--- src/rtl/lpbd_pkg.sv ---
package lpbd_pkg;

	localparam int LENGTH_WIDTH        = 16;
	localparam int MAX_HEADER_BITS_DEF = 32;

	localparam int HDR_CFG_W  = 6;
	localparam int CFG_ADDR_W = 2;
	localparam int CFG_DATA_W = 16;

	localparam logic [CFG_ADDR_W-1:0] REG_HEADER_BITS = 2'd0;
	localparam logic [CFG_ADDR_W-1:0] REG_MTU_BITS    = 2'd1;
	localparam logic [CFG_ADDR_W-1:0] REG_MSB_FIRST   = 2'd2;

	localparam logic [HDR_CFG_W-1:0]    HEADER_BITS_RST = 6'd8;
	localparam logic [LENGTH_WIDTH-1:0] MTU_BITS_RST    = 16'd2048;
	localparam logic                    MSB_FIRST_RST   = 1'b1;

	localparam int IN_TDATA_W  = 8;
	localparam int OUT_TDATA_W = 24;

	typedef struct packed {
		logic [HDR_CFG_W-1:0]    header_bits;
		logic [LENGTH_WIDTH-1:0] mtu_bits;
		logic                    msb_first;
	} cfg_t;

	typedef struct packed {
		logic                    out_bit;
		logic                    first_of_packet;
		logic [LENGTH_WIDTH-1:0] packet_length;
		logic                    last_of_packet;
	} res_t;

	typedef enum logic [2:0] {
		PH_SEARCH  = 3'b001,
		PH_HEADER  = 3'b010,
		PH_PAYLOAD = 3'b100
	} phase_t;

endpackage

--- src/rtl/lpbd_cfg.sv ---
module lpbd_cfg (
	input  logic                                clk,
	input  logic                                arst_n,
	input  logic                                cfg_we,
	input  logic [lpbd_pkg::CFG_ADDR_W-1:0]     cfg_addr,
	input  logic [lpbd_pkg::CFG_DATA_W-1:0]     cfg_wdata,
	output lpbd_pkg::cfg_t                      cfg
);

	lpbd_pkg::cfg_t cfg_q;

	always_ff @(posedge clk or negedge arst_n) begin
		if (!arst_n) begin
			cfg_q.header_bits <= lpbd_pkg::HEADER_BITS_RST;
			cfg_q.mtu_bits    <= lpbd_pkg::MTU_BITS_RST;
			cfg_q.msb_first   <= lpbd_pkg::MSB_FIRST_RST;
		end else if (cfg_we) begin
			unique case (cfg_addr)
				lpbd_pkg::REG_HEADER_BITS: begin
					cfg_q.header_bits <= cfg_wdata[lpbd_pkg::HDR_CFG_W-1:0];
				end
				lpbd_pkg::REG_MTU_BITS: begin
					cfg_q.mtu_bits <= cfg_wdata[lpbd_pkg::LENGTH_WIDTH-1:0];
				end
				lpbd_pkg::REG_MSB_FIRST: begin
					cfg_q.msb_first <= cfg_wdata[0];
				end
				default: begin
				end
			endcase
		end
	end

	assign cfg = cfg_q;

endmodule

--- src/rtl/lpbd_core.sv ---
module lpbd_core #(
	parameter int MAX_HEADER_BITS = lpbd_pkg::MAX_HEADER_BITS_DEF
) (
	input  logic           clk,
	input  logic           arst_n,
	input  lpbd_pkg::cfg_t cfg,
	input  logic           step,
	input  logic           in_bit,
	input  logic           in_mark,
	output logic           res_valid,
	output lpbd_pkg::res_t res
);

	localparam int HVW  = MAX_HEADER_BITS;
	localparam int CW   = $clog2(MAX_HEADER_BITS + 1);
	localparam int LW   = lpbd_pkg::LENGTH_WIDTH;
	localparam int LENW = HVW + 3;
	localparam int CMPW = (LENW > LW) ? LENW : LW;

	lpbd_pkg::phase_t phase_q, phase_d;
	logic [HVW-1:0]   hv_q, hv_d;
	logic [CW-1:0]    cnt_q, cnt_d;
	logic [LW-1:0]    left_q, left_d;
	logic [LW-1:0]    total_q, total_d;
	logic             first_q, first_d;

	logic [CW-1:0]    n_eff;
	logic [HVW-1:0]   base_hv, hv_take;
	logic [CW-1:0]    base_cnt, cnt_take;
	logic [LENW-1:0]  len;
	logic             hdr_done, len_ok, last_bit;

	always_comb begin
		if (cfg.header_bits == '0)
			n_eff = CW'(1);
		else if (cfg.header_bits > lpbd_pkg::HDR_CFG_W'(MAX_HEADER_BITS))
			n_eff = CW'(MAX_HEADER_BITS);
		else
			n_eff = CW'(cfg.header_bits);
	end

	// a new header starts from zero on a sync mark
	assign base_hv  = (phase_q == lpbd_pkg::PH_HEADER) ? hv_q : '0;
	assign base_cnt = (phase_q == lpbd_pkg::PH_HEADER) ? cnt_q : '0;

	assign hv_take  = cfg.msb_first ? HVW'({base_hv, in_bit})
	                                : (base_hv | (HVW'(in_bit) << base_cnt));
	assign cnt_take = base_cnt + CW'(1);
	assign hdr_done = (cnt_take >= n_eff);
	assign len      = {hv_take, 3'b000};
	assign len_ok   = (len != '0) && (CMPW'(len) <= CMPW'(cfg.mtu_bits));
	assign last_bit = (left_q <= LW'(1));

	always_comb begin
		phase_d = phase_q;
		hv_d    = hv_q;
		cnt_d   = cnt_q;
		left_d  = left_q;
		total_d = total_q;
		first_d = first_q;

		res_valid           = 1'b0;
		res.out_bit         = in_bit;
		res.first_of_packet = first_q;
		res.packet_length   = first_q ? total_q : '0;
		res.last_of_packet  = last_bit;

		unique case (phase_q) inside
			lpbd_pkg::PH_PAYLOAD: begin
				res_valid = 1'b1;
				first_d   = 1'b0;
				if (last_bit) begin
					left_d  = '0;
					phase_d = lpbd_pkg::PH_SEARCH;
				end else begin
					left_d = left_q - LW'(1);
				end
			end
			lpbd_pkg::PH_HEADER, lpbd_pkg::PH_SEARCH: begin
				if (phase_q == lpbd_pkg::PH_HEADER || in_mark) begin
					hv_d  = hv_take;
					cnt_d = cnt_take;
					if (!hdr_done) begin
						phase_d = lpbd_pkg::PH_HEADER;
					end else if (!len_ok) begin
						phase_d = lpbd_pkg::PH_SEARCH;
					end else begin
						left_d  = LW'(len);
						total_d = LW'(len);
						first_d = 1'b1;
						phase_d = lpbd_pkg::PH_PAYLOAD;
					end
				end
			end
			default: begin
				phase_d = lpbd_pkg::PH_SEARCH;
			end
		endcase
	end

	always_ff @(posedge clk or negedge arst_n) begin
		if (!arst_n) begin
			phase_q <= lpbd_pkg::PH_SEARCH;
			hv_q    <= '0;
			cnt_q   <= '0;
			left_q  <= '0;
			total_q <= '0;
			first_q <= 1'b0;
		end else if (step) begin
			phase_q <= phase_d;
			hv_q    <= hv_d;
			cnt_q   <= cnt_d;
			left_q  <= left_d;
			total_q <= total_d;
			first_q <= first_d;
		end
	end

endmodule

--- src/rtl/length_prefixed_bit_deframer_unit.sv ---
// channel  dir  tdata                                    tuser            tlast
// s_axis   in   [0] data_bit                             [0] sync_mark    -
// m_axis   out  [0] out_bit, [16:1] packet_length        [0] first_of_packet  last_of_packet
// cfg      in   cfg_addr 0 header_bits, 1 mtu_bits, 2 msb_first; write on cfg_we
//
// One bit per clock sustained while m_axis accepts results. A bit is held in the
// input register, then a single combinational step updates the deframer state
// and loads the output register.
// Reset clears the state to sync search and the registers to their defaults.
// A stall on m_axis holds the input register; s_axis_tready drops only when
// both the input and output registers are full.
module length_prefixed_bit_deframer_unit #(
	parameter int MAX_HEADER_BITS = lpbd_pkg::MAX_HEADER_BITS_DEF
) (
	input  logic                                clk,
	input  logic                                arst_n,

	input  logic                                s_axis_tvalid,
	output logic                                s_axis_tready,
	input  logic [lpbd_pkg::IN_TDATA_W-1:0]     s_axis_tdata,  // [0] data_bit
	input  logic                                s_axis_tuser,  // [0] sync_mark

	output logic                                m_axis_tvalid,
	input  logic                                m_axis_tready,
	output logic [lpbd_pkg::OUT_TDATA_W-1:0]    m_axis_tdata,  // [0] out_bit, [16:1] packet_length
	output logic                                m_axis_tuser,  // [0] first_of_packet
	output logic                                m_axis_tlast,

	input  logic                                cfg_we,
	input  logic [lpbd_pkg::CFG_ADDR_W-1:0]     cfg_addr,
	input  logic [lpbd_pkg::CFG_DATA_W-1:0]     cfg_wdata
);

	localparam int PADW = lpbd_pkg::OUT_TDATA_W - lpbd_pkg::LENGTH_WIDTH - 1;

	lpbd_pkg::cfg_t cfg;
	lpbd_pkg::res_t res, res_q;
	logic           res_valid;
	logic           valid_s1, bit_s1, mark_s1;
	logic           out_valid_q;
	logic           out_free, step;

	lpbd_cfg u_cfg (
		.clk       (clk),
		.arst_n    (arst_n),
		.cfg_we    (cfg_we),
		.cfg_addr  (cfg_addr),
		.cfg_wdata (cfg_wdata),
		.cfg       (cfg)
	);

	assign out_free      = !out_valid_q || m_axis_tready;
	assign step          = valid_s1 && out_free;
	assign s_axis_tready = !valid_s1 || out_free;

	always_ff @(posedge clk or negedge arst_n) begin
		if (!arst_n) begin
			valid_s1 <= 1'b0;
		end else if (s_axis_tready) begin
			valid_s1 <= s_axis_tvalid;
		end
	end

	always_ff @(posedge clk) begin
		if (s_axis_tready && s_axis_tvalid) begin
			bit_s1  <= s_axis_tdata[0];
			mark_s1 <= s_axis_tuser;
		end
	end

	lpbd_core #(
		.MAX_HEADER_BITS (MAX_HEADER_BITS)
	) u_core (
		.clk       (clk),
		.arst_n    (arst_n),
		.cfg       (cfg),
		.step      (step),
		.in_bit    (bit_s1),
		.in_mark   (mark_s1),
		.res_valid (res_valid),
		.res       (res)
	);

	always_ff @(posedge clk or negedge arst_n) begin
		if (!arst_n) begin
			out_valid_q <= 1'b0;
		end else if (out_free) begin
			out_valid_q <= step && res_valid;
		end
	end

	always_ff @(posedge clk) begin
		if (step && res_valid) begin
			res_q <= res;
		end
	end

	assign m_axis_tvalid = out_valid_q;
	assign m_axis_tdata  = {{PADW{1'b0}}, res_q.packet_length, res_q.out_bit};
	assign m_axis_tuser  = res_q.first_of_packet;
	assign m_axis_tlast  = res_q.last_of_packet;

endmodule

--- config.mk ---
export PLATFORM = sky130hd
export DESIGN_NAME = length_prefixed_bit_deframer_unit
export DESIGN_NICKNAME = d
export VERILOG_FILES = /design/src/rtl/lpbd_pkg.sv /design/src/rtl/lpbd_cfg.sv /design/src/rtl/lpbd_core.sv /design/src/rtl/length_prefixed_bit_deframer_unit.sv
export SDC_FILE = /design/constraint.sdc
export NUM_CORES = 1
export LEC_CHECK = 0
export ABC_CLOCK_PERIOD_IN_PS = 3960
export BUFFER_PORTS_ARGS = -buffer_cell sky130_fd_sc_hd__clkbuf_2
export CORE_AREA = 5 5 125 127
export DETAILED_ROUTE_END_ITERATION = 7
export DIE_AREA = 0 0 130 132
export SYNTH_ARGS = -nofsm -noshare
export SYNTH_HDL_FRONTEND = slang
export SYNTH_SLANG_ARGS = --single-unit
--- constraint.sdc ---
create_clock -name clk -period 3.96 [get_ports clk]
set_clock_uncertainty 0.1 [all_clocks]
set_input_delay 0.396 -clock clk [delete_from_list [all_inputs] [get_ports clk]]
set_output_delay 0.396 -clock clk [all_outputs]
set_load 0.02 [all_outputs]
==> results_dict.tcl, run 1 <==
set metrics [dict create \
    cp_num_cells 12 \
    vias 4820 \
    ioPinCount 60 \
    pwr_density_cell_nw_per_um2 621 \
    ys_types 65 \
    nNetsFinal 705 \
    setup_viol 0 \
    worstPathMaxFanout 13 \
    synth_area_um2 6300 \
    fin_crit_sh 0.937 \
    synthMuxAreaShare 0.126 \
    ys_ff_latch 114 \
    portBuffers 42 \
    multi_input_area_um2 3010 \
    startpoint "u_core.phase_q[1]" \
    core-area_um2 14300 \
    slowest_delay_ns 0.64 \
    max-cap-violations 0 \
    grt_overflow 0 \
    die-height_um 132 \
    synth_warnings 0 \
    worst_setup_path_start_kind "flop" \
    seq_area_um2 2950 \
    antenna_cells 0 \
    grt_max_degree 78 \
    antenna_found_initial 0 \
    place_ws_ns 0.323 \
    drtIter0Drc 387 \
    sw_frac_of_total 0.354 \
    cts_root_buf "clkbuf_16" \
    drtPass1Iterations 5 \
    fmax_ghz 0.270 \
    synthAdderAreaFrac 0.0437 \
    holdCritPathClass "in -> async" \
    seqPwrFrac 0.358 \
    wl_per_cell_um 17.8 \
    p_int_mw 2.90 \
    ys_seq_area_frac 0.468 \
    synthArstFlopShare 0.842 \
    slowest_stage "or3b_1" \
    synth_compound_gate_area_share 0.149 \
    cp_top_family "simple AND/OR/NAND/NOR gates" \
    fin_crit_ns 3.71 \
    total_power_mw 4.50 \
    max_slew.worst_pin.slew_ns 1.01 \
    wl_um 15100 \
    die_area_um2 17200 \
    switchingPower_mw 1.59 \
    drc 0 \
    r2r_cells 12 \
    vias_per_cell 5.68 \
    synthSimpleGateAreaFrac 0.145 \
    holdWs_ns 0.0545 \
    crit_chain "or3b_1 > nor2_1 > a2bb2oi_1 > ha_1 > nand4b_1 > nor4_1 > o2bb2ai_1 > a21o_1 > and4_1 > nand4_4 > buf_4 > mux2_2" \
    slew-limit-headroom 0.326 \
    rr_startpoint "u_core.phase_q[1]" \
    dieWidth_um 130 \
    status "complete, no violations" \
    synth_edf_count 18 \
    layout_common_cells "92 x dfrtp_1, 67 x mux2_2, 47 x a21oi_1" \
    grt_util_all_layers 0.181 \
    final_util 0.506 \
    worstSkewPairLatency_ns 0.41 \
    drive_gt1_frac 0.276 \
    final_common_cell "dfrtp_1" \
    irDropWorstVdd_uv 339 \
    path_clk_slew_ns 0.05 \
    crit_type "reg -> reg" \
    leakagePower_nw 3.28 \
    synth_xor_area_frac 0.00695 \
    route.antenna.remaining_nets 0 \
    numCtsBuffers 17 \
    clock-sinks 114 \
    synth_area_per_cell_um2 10.5 \
    finalHoldViolCount 0 \
    core.rowCount 44 \
    tns_ns 0 \
    synth_ff_type "dfrtp_1" \
    synth_top_family_by_area "compound AO/OA/AOI/OAI gates" \
    rsz0062_at_grt "no" \
    cts_buffer_depth 2 \
    area_delta_synth_final_pct 14.9 \
    tritoncts "done" \
    grt_pass1_wl_um 24600 \
    h-tree-depth 4 \
    nFillCells 1317 \
    netlist_instances 598 \
    place.gp.congestion 0.824 \
    crit_buf_inv 1 \
    cp.arrival_ns 3.91 \
    p_comb_frac 0.329 \
    fin_ws_ns 0.250 \
    grt_pass1_vias 4746 \
    post-dp-hpwl_um 10600 \
    slew_violations 0 \
    cp.required_ns 4.16 \
    start_util 0.440 \
    crit_path_end_kind "flop" \
    p_clk_frac 0.313 \
]
==> power by group through the flow <==
| stage | registers [mW] | logic [mW] | clock network, mW |
|---|---|---|---|
| after floorplan | 1.56 | 1.15 | 0 |
| after global placement | 1.61 | 1.43 | 0 |
| after detailed placement | 1.62 | 1.46 | 0 |
| after CTS | 1.60 | 1.47 | 1.43 |
| after global routing | 1.63 | 1.63 | 1.49 |
| final | 1.61 | 1.48 | 1.41 |
==> state kept, by name (all words and copies together) (netlist names) <==
name            cells
u_core.left_q      16
u_core.hv_q        32
u_cfg.cfg          23
valid_s1            1
m_axis_tdata       14
bit_s1              1
m_axis_tvalid       1
u_core.total_q     13
u_core.first_q      1
m_axis_tlast        1
u_core.cnt_q        6
u_core.phase_q      3
mark_s1             1
m_axis_tuser        1
==> Yosys cell counts, types with 5 or more instances <==
master | n | area (um2)
a21oi_1 | 47 | 235
a31oi_1 | 27 | 169
and2_1 | 16 | 100
buf_2 | 11 | 55.1
buf_4 | 11 | 82.6
buf_6 | 9 | 101
clkbuf_1 | 9 | 33.8
dfrtp_1 | 92 | 2300
edfxtp_1 | 18 | 541
ha_1 | 22 | 275
inv_1 | 24 | 90.1
mux2_2 | 67 | 754
nand2_1 | 22 | 82.6
nand3_1 | 12 | 60.1
nand4_1 | 5 | 31.3
nor2_1 | 40 | 150
nor3_1 | 15 | 75.1
nor4_1 | 12 | 75.1
o21ai_0 | 41 | 205
o22ai_1 | 14 | 87.6
==> cell families (layout without fill, tap and decap cells) <==
group / count (synthesis) / in the layout
xor+xnor: 5 / 5
compound gates: 156 / 156
mux: 71 / 71
other cells: 1 / 10
flops: 114 / 114
fa+ha+maj: 22 / 22
buf+inv: 68 / 125
simple gates: 161 / 161
==> layer usage <==
layer  GRT usage  wire length (um)
met4      0.0427               135
met1       0.243              6790
met3      0.0458               726
met2       0.293              7460
met5           0                 0
==> metrics by stage <==
stage                     instance area [um2]  std cells
final                                    7240        848
after global routing                     7240        848
after CTS                                7240        848
after detailed placement                 6690        816
after global placement                   6690        816
after floorplan                          6330        607
==> final cells by class <==
cell class	count	area share
clock inverter	7	0.00830
sequential	114	0.407
timing repair buffer	69	0.0574
tap	184	0.0318
multi-input combinational	425	0.416
clock buffer	25	0.0671
inverter	24	0.0124
==> final timing paths <==
path / end / slack, ns
max: u_core.total_q[14] / 0.25
min: u_core.hv_q[22] / 0.05
max reg2reg: u_core.total_q[14] / 0.25
min reg2reg: u_core.total_q[5] / 0.39
max in group asynchronous: u_core.left_q[6] / 2.83
min in group clk: bit_s1 / 0.07
==> timing repair <==
item / 4_1_cts / 5_1_grt
buffers inserted: 0 / 0
hold buffers: 0 / 0
gates resized for setup: 0 / 1
endpoints found under the setup margin: 0 / 12
(Power assumes the default switching activity.)
==> run 2, diff against run 1 <==
Settings changed: ABC_CLOCK_PERIOD_IN_PS 3960 to 3100.
Clock period 3.96 ns to 3.1 ns, I/O delays scaled along.
==> run 2 against run 1 <==
  * The flow now finishes with violations (negative setup slack)
  * Total power is 39% higher
  * Flip-flop and latch count unchanged
  * Worst setup slack got worse by 0.39 ns
  * Critical endpoint is now u_core.total_q[8]
  * Largest cell class unchanged
==> results_dict.tcl, run 2 (synthesis gave the netlist of run 1 again) <==
set metrics [dict create \
    path_clk_slew_ns 0.06 \
    worst_setup_path_start_kind "flop" \
    fin_ws_ns -0.138 \
    fmax_ghz 0.309 \
    fin_crit_ns 3.24 \
    h-tree-depth 4 \
    tritoncts "done" \
    slowest_stage "dfrtp_1" \
    status "finished with violations" \
    cts_buffer_depth 2 \
    fin_crit_sh 1.04 \
    leakagePower_nw 3.56 \
    max_slew.worst_pin.slew_ns 0.830 \
    grt_overflow 0 \
    drc 0 \
    total_power_mw 6.24 \
    core.rowCount 44 \
    max-cap-violations 0 \
    worstPathMaxFanout 14 \
    crit_buf_inv 3 \
    grt_max_degree 51 \
    placed_cells 848 \
    grt_pass1_wl_um 26200 \
    route.antenna.remaining_nets 0 \
    slowest_delay_ns 0.39 \
    vias 5107 \
    grt_util_all_layers 0.193 \
    nNetsFinal 749 \
    holdCritPathClass "in -> reg" \
    crit_chain "buf_6 > nor3b_4 > buf_6 > o21ai_0 > a21oi_1 > ha_1 > nand4b_1 > nor4_2 > o2bb2ai_1 > a21o_1 > and4_4 > nand4_4 > buf_12 > mux2_2" \
    slew_violations 0 \
    cp.required_ns 3.30 \
    violations "negative setup slack" \
    area_delta_synth_final_pct 24.2 \
    cp_top_family "simple AND/OR/NAND/NOR gates" \
    worstSkewPairLatency_ns 0.41 \
    cts_root_buf "clkbuf_16" \
    irDropWorstVdd_uv 457 \
    antenna_found_initial 0 \
    slew-limit-headroom 0.446 \
    largest_reg_flops 32 \
    final_cells 892 \
    rsz0062_at_grt "yes" \
    holdWs_ns 0.0240 \
    setup_viol 30 \
    portBuffers 42 \
    pwr_density_cell_nw_per_um2 797 \
    clock-sinks 114 \
    crit_type "reg -> reg" \
    post-dp-hpwl_um 10900 \
    crit_path_end_kind "flop" \
    drtPass1Iterations 5 \
    vias_per_cell 5.73 \
    drtIter0Drc 606 \
    layout_common_cells "92 x dfrtp_1, 67 x mux2_2, 59 x buf_4" \
    cp.arrival_ns 3.44 \
    final_common_cell "dfrtp_1" \
    ioPinCount 60 \
    rrSetupSlack_ns -0.14 \
    tns_ns -2.86 \
    top_register "u_core.hv_q" \
    nFillCells 1265 \
    numCtsBuffers 17 \
    wl_um 15800 \
    grt_pass1_vias 5128 \
    antenna_cells 0 \
    core-area_um2 14300 \
    die-height_um 132 \
    finalHoldViolCount 0 \
    wl_per_cell_um 17.7 \
    start_util 0.440 \
    place.gp.congestion 0.902 \
    dieWidth_um 130 \
    path_common_cell "buf_6" \
    die_area_um2 17200 \
    drive_gt1_frac 0.357 \
]
## run 2: cell types whose count changed in the layout (fill, tap and decap cells not counted), sizes merged
cell and delta:
clkinv -3, and2 +1, dlygate4sd3 +4, buf +39
inv +5, clkbuf -3, clkinvlp +1
## run 2: through the flow
stage                      util  area, um2  worst slack [ns]
after CTS                 0.543       7780            -0.146
after global placement    0.488       6980            -0.176
after global routing      0.547       7820            -0.330
after floorplan               -       6350          0.000443
final                     0.547       7820            -0.138
after detailed placement  0.488       6980            -0.207
## run 2: path summary, 6_finish.rpt
| kind | start | to | depth (start not counted) |
|---|---|---|---|
| worst min register to register | u_core.total_q[13] | u_core.total_q[13] | 1 |
| min in group asynchronous | arst_n | u_core.left_q[12] | 2 |
| worst max-delay path | u_core.phase_q[2] | u_core.total_q[8] | 14 |
| max in group asynchronous | arst_n | u_cfg.cfg[0] | 3 |
| worst min-delay path | cfg_wdata[11] | u_cfg.cfg[12] | 2 |
| worst max register to register | u_core.phase_q[2] | u_core.total_q[8] | 14 |
## run 2: timing repair
item	CTS	global route
setup buffers	5	2
gates cloned	2	0
pin swaps	7	4
endpoints found under the hold margin	50	0
gates resized for setup	25	11
hold buffers	4	0
endpoints found under the setup margin	30	32
## run 2: cell type report
cell class                      count  area [um2]  area share
Timing Repair Buffer              112         805       0.103
Inverter                           24        90.1      0.0115
Tap cell                          184         230      0.0294
Multi-Input combinational cell    426        3130       0.400
Clock inverter                     10         108      0.0138
Clock buffer                       22         517      0.0660
Sequential cell                   114        2950       0.377
## run 2: power by group
| part | switching [mW] | leakage, nW | internal [mW] |
|---|---|---|---|
| sequential | 0.233 | 1.40 | 1.80 |
| combinational | 1.25 | 1.85 | 0.934 |
| clock | 0.737 | 0.305 | 1.28 |
## run 2: per-layer routing
layer	wire length [um]	track usage
met5	0	0
met4	302	0.0658
met3	908	0.0547
met2	7810	0.306
met1	6760	0.253
## run 2: worst register-to-register path, stage by stage (launching register included)
cell,delay [ns]
dfrtp_1,0.39
buf_6,0.13
nor3b_4,0.33
buf_6,0.17
o21ai_0,0.08
a21oi_1,0.27
ha_1,0.19
nand4b_1,0.13
nor4_2,0.19
o2bb2ai_1,0.14
a21o_1,0.16
and4_4,0.24
nand4_4,0.14
buf_12,0.19
mux2_2,0.28
==> run 3, diff against run 2 <==
Settings changed: CORE_AREA 5 5 125 127 to 5 5 119 121, DIE_AREA 0 0 130 132 to 0 0 124 126, PLACE_DENSITY from default to 0.7.
==> run 3 against run 2 <==
  * Combinational power grew 2%
  * Largest cell class unchanged
  * Die area down 9.0%
  * Cell count is 0.45% lower
  * Flip-flop and latch count is the same
  * Routed wire length up 1.6%
  * Clock-buffer cell count down 3
  * Total power shrank 1.3%
  * Worst hold slack worse by 0.0040 ns
  * The run still ends with negative setup slack left
  * Via count up 1.9%
  * Clock power fell by 6%
  * Worst setup slack got worse by 0.11 ns
  * Core utilization is 5.7 points higher
==> results_dict.tcl, run 3 (synthesis gave the netlist of run 1 again) <==
set metrics [dict create \
    status "finished with violations" \
    violations "negative setup slack" \
    r2r_cells 14 \
    hold_depth 2 \
    vias 5203 \
    max_slew.worst_pin.slew_ns 0.845 \
    ioPinCount 60 \
    final_common_cell "dfrtp_1" \
    pwr_density_cell_nw_per_um2 785 \
    crit_chain "buf_6 > and2_4 > a311o_1 > o211a_1 > ha_4 > nand4_1 > buf_4 > nor2_4 > o2bb2ai_2 > a21o_1 > and4_4 > nand4_4 > clkbuf_16 > mux2_2" \
    wl_per_cell_um 18.1 \
    leakagePower_nw 3.55 \
    crit_type "reg -> reg" \
    cp.arrival_ns 3.54 \
    crit_path_end_kind "flop" \
    holdWs_ns 0.0200 \
    drc 0 \
    cp_top_family "simple AND/OR/NAND/NOR gates" \
    die-height_um 126 \
    wl_um 16000 \
    irDropWorstVdd_uv 472 \
    slew-limit-headroom 0.436 \
    drive_gt1_frac 0.361 \
    top_register "u_core.hv_q" \
    holdCritPathClass "in -> reg" \
    drtIter0Drc 529 \
    finalHoldViolCount 0 \
    setup_viol 31 \
    nFillCells 1049 \
    start_util 0.485 \
    core-area_um2 13000 \
    tritoncts "done" \
    startpoint "bit_s1" \
    cts_root_buf "clkbuf_16" \
    worst_setup_path_start_kind "flop" \
    slowest_stage "edfxtp_1" \
    route.antenna.remaining_nets 0 \
    grt_pass1_vias 5190 \
    cts_buffer_depth 2 \
    placed_area_um2 6960 \
    clock-sinks 114 \
    nNetsFinal 753 \
    cp_num_cells 14 \
    slowest_delay_ns 0.48 \
    slew_violations 0 \
    rr_startpoint "bit_s1" \
    core.rowCount 42 \
    fmax_ghz 0.299 \
    worstPathMaxFanout 7 \
    drtPass1Iterations 5 \
    placed_cells 838 \
    place.gp.congestion 0.920 \
    fin_ws_ns -0.244 \
    crit_buf_inv 3 \
    vias_per_cell 5.86 \
    fin_area_um2 7840 \
    place_ws_ns -0.196 \
    grt_pass1_wl_um 25600 \
    path_clk_slew_ns 0.05 \
    antenna_found_initial 0 \
    grt_util_all_layers 0.210 \
    antenna_cells 0 \
    grt_max_degree 59 \
    final_cells 888 \
    cp.required_ns 3.30 \
    area_delta_synth_final_pct 24.5 \
    holdCritStartpoint "cfg_wdata[7]" \
    die_area_um2 15600 \
    portBuffers 42 \
    post-dp-hpwl_um 10700 \
    largest_reg_flops 32 \
    layout_common_cells "92 x dfrtp_1, 67 x mux2_2, 62 x buf_4" \
    max-cap-violations 0 \
    grt_overflow 0 \
    fin_crit_sh 1.08 \
    dieWidth_um 124 \
    h-tree-depth 4 \
    fin_crit_ns 3.34 \
    total_power_mw 6.16 \
    rsz0062_at_grt "yes" \
    worstSkewPairLatency_ns 0.42 \
    numCtsBuffers 17 \
]
-- run 3: cell count changes in the layout (fill, tap and decap cells not counted), sizes merged --
cell      before  now
clkinvlp       1    3
buf           67   70
bufinv         1    2
clkbuf        63   61
clkinv         3    6
inv           29   26
-- run 3: metal layers --
metal  wire [um]  vias up  track usage  share of wire
li1            -     2390            -              -
met1        6670     2590        0.260           0.42
met2        8040      184        0.352           0.50
met3         881       39       0.0525          0.055
met4         444        0       0.0793          0.028
met5           0        -            0              0
-- run 3: stage by stage --
step	TNS [ns]	util
2_1_floorplan	0	-
3_3_place_gp	-2.93	0.536
3_5_place_dp	-4.25	0.536
4_1_cts	-4.82	0.597
5_1_grt	-9.26	0.604
6_report	-6.40	0.604
-- run 3: power breakdown --
group          leakage, nW  total [mW]  switching [mW]  internal (mW)
clock network        0.271        1.89           0.707           1.18
registers             1.40        2.05           0.245           1.80
logic                 1.87        2.22            1.27          0.952
total                 3.55        6.16            2.22           3.94
-- run 3: what timing repair did --
item                                    4_1_cts  5_1_grt
endpoints found under the hold margin        58        0
gates cloned                                  2        1
buffers inserted                              8        6
endpoints found under the setup margin       30       32
hold buffers                                  4        0
resized for setup                            24       17
pin swaps                                     1       18
-- run 3: layout make-up --
class | instances | area [um2] | area share
clock inverter | 13 | 136 | 0.0174
sequential | 114 | 2950 | 0.376
multi-input combinational | 426 | 3160 | 0.403
clock buffer | 19 | 433 | 0.0552
tap | 176 | 220 | 0.0281
timing repair buffer | 116 | 852 | 0.109
inverter | 24 | 90.1 | 0.0115
-- run 3: worst register-to-register path: stages, from the launching register on --
cell and delay, ns:
edfxtp_1 0.48, buf_6 0.17, and2_4 0.16, a311o_1 0.28, o211a_1 0.15, ha_4 0.27
nand4_1 0.14, buf_4 0.18, nor2_4 0.11, o2bb2ai_2 0.11, a21o_1 0.16, and4_4 0.26
nand4_4 0.16, clkbuf_16 0.22, mux2_2 0.27
-- run 3: path summary, 6_finish.rpt --
check | slack (ns) | end
min in group asynchronous | 0.42 | u_core.total_q[13]
max in group asynchronous | 1.71 | u_cfg.cfg[0]
hold / removal | 0.02 | u_cfg.cfg[8]
setup / recovery | -0.24 | u_core.total_q[7]
setup reg to reg | -0.24 | u_core.total_q[7]
hold reg to reg | 0.40 | u_core.total_q[9]
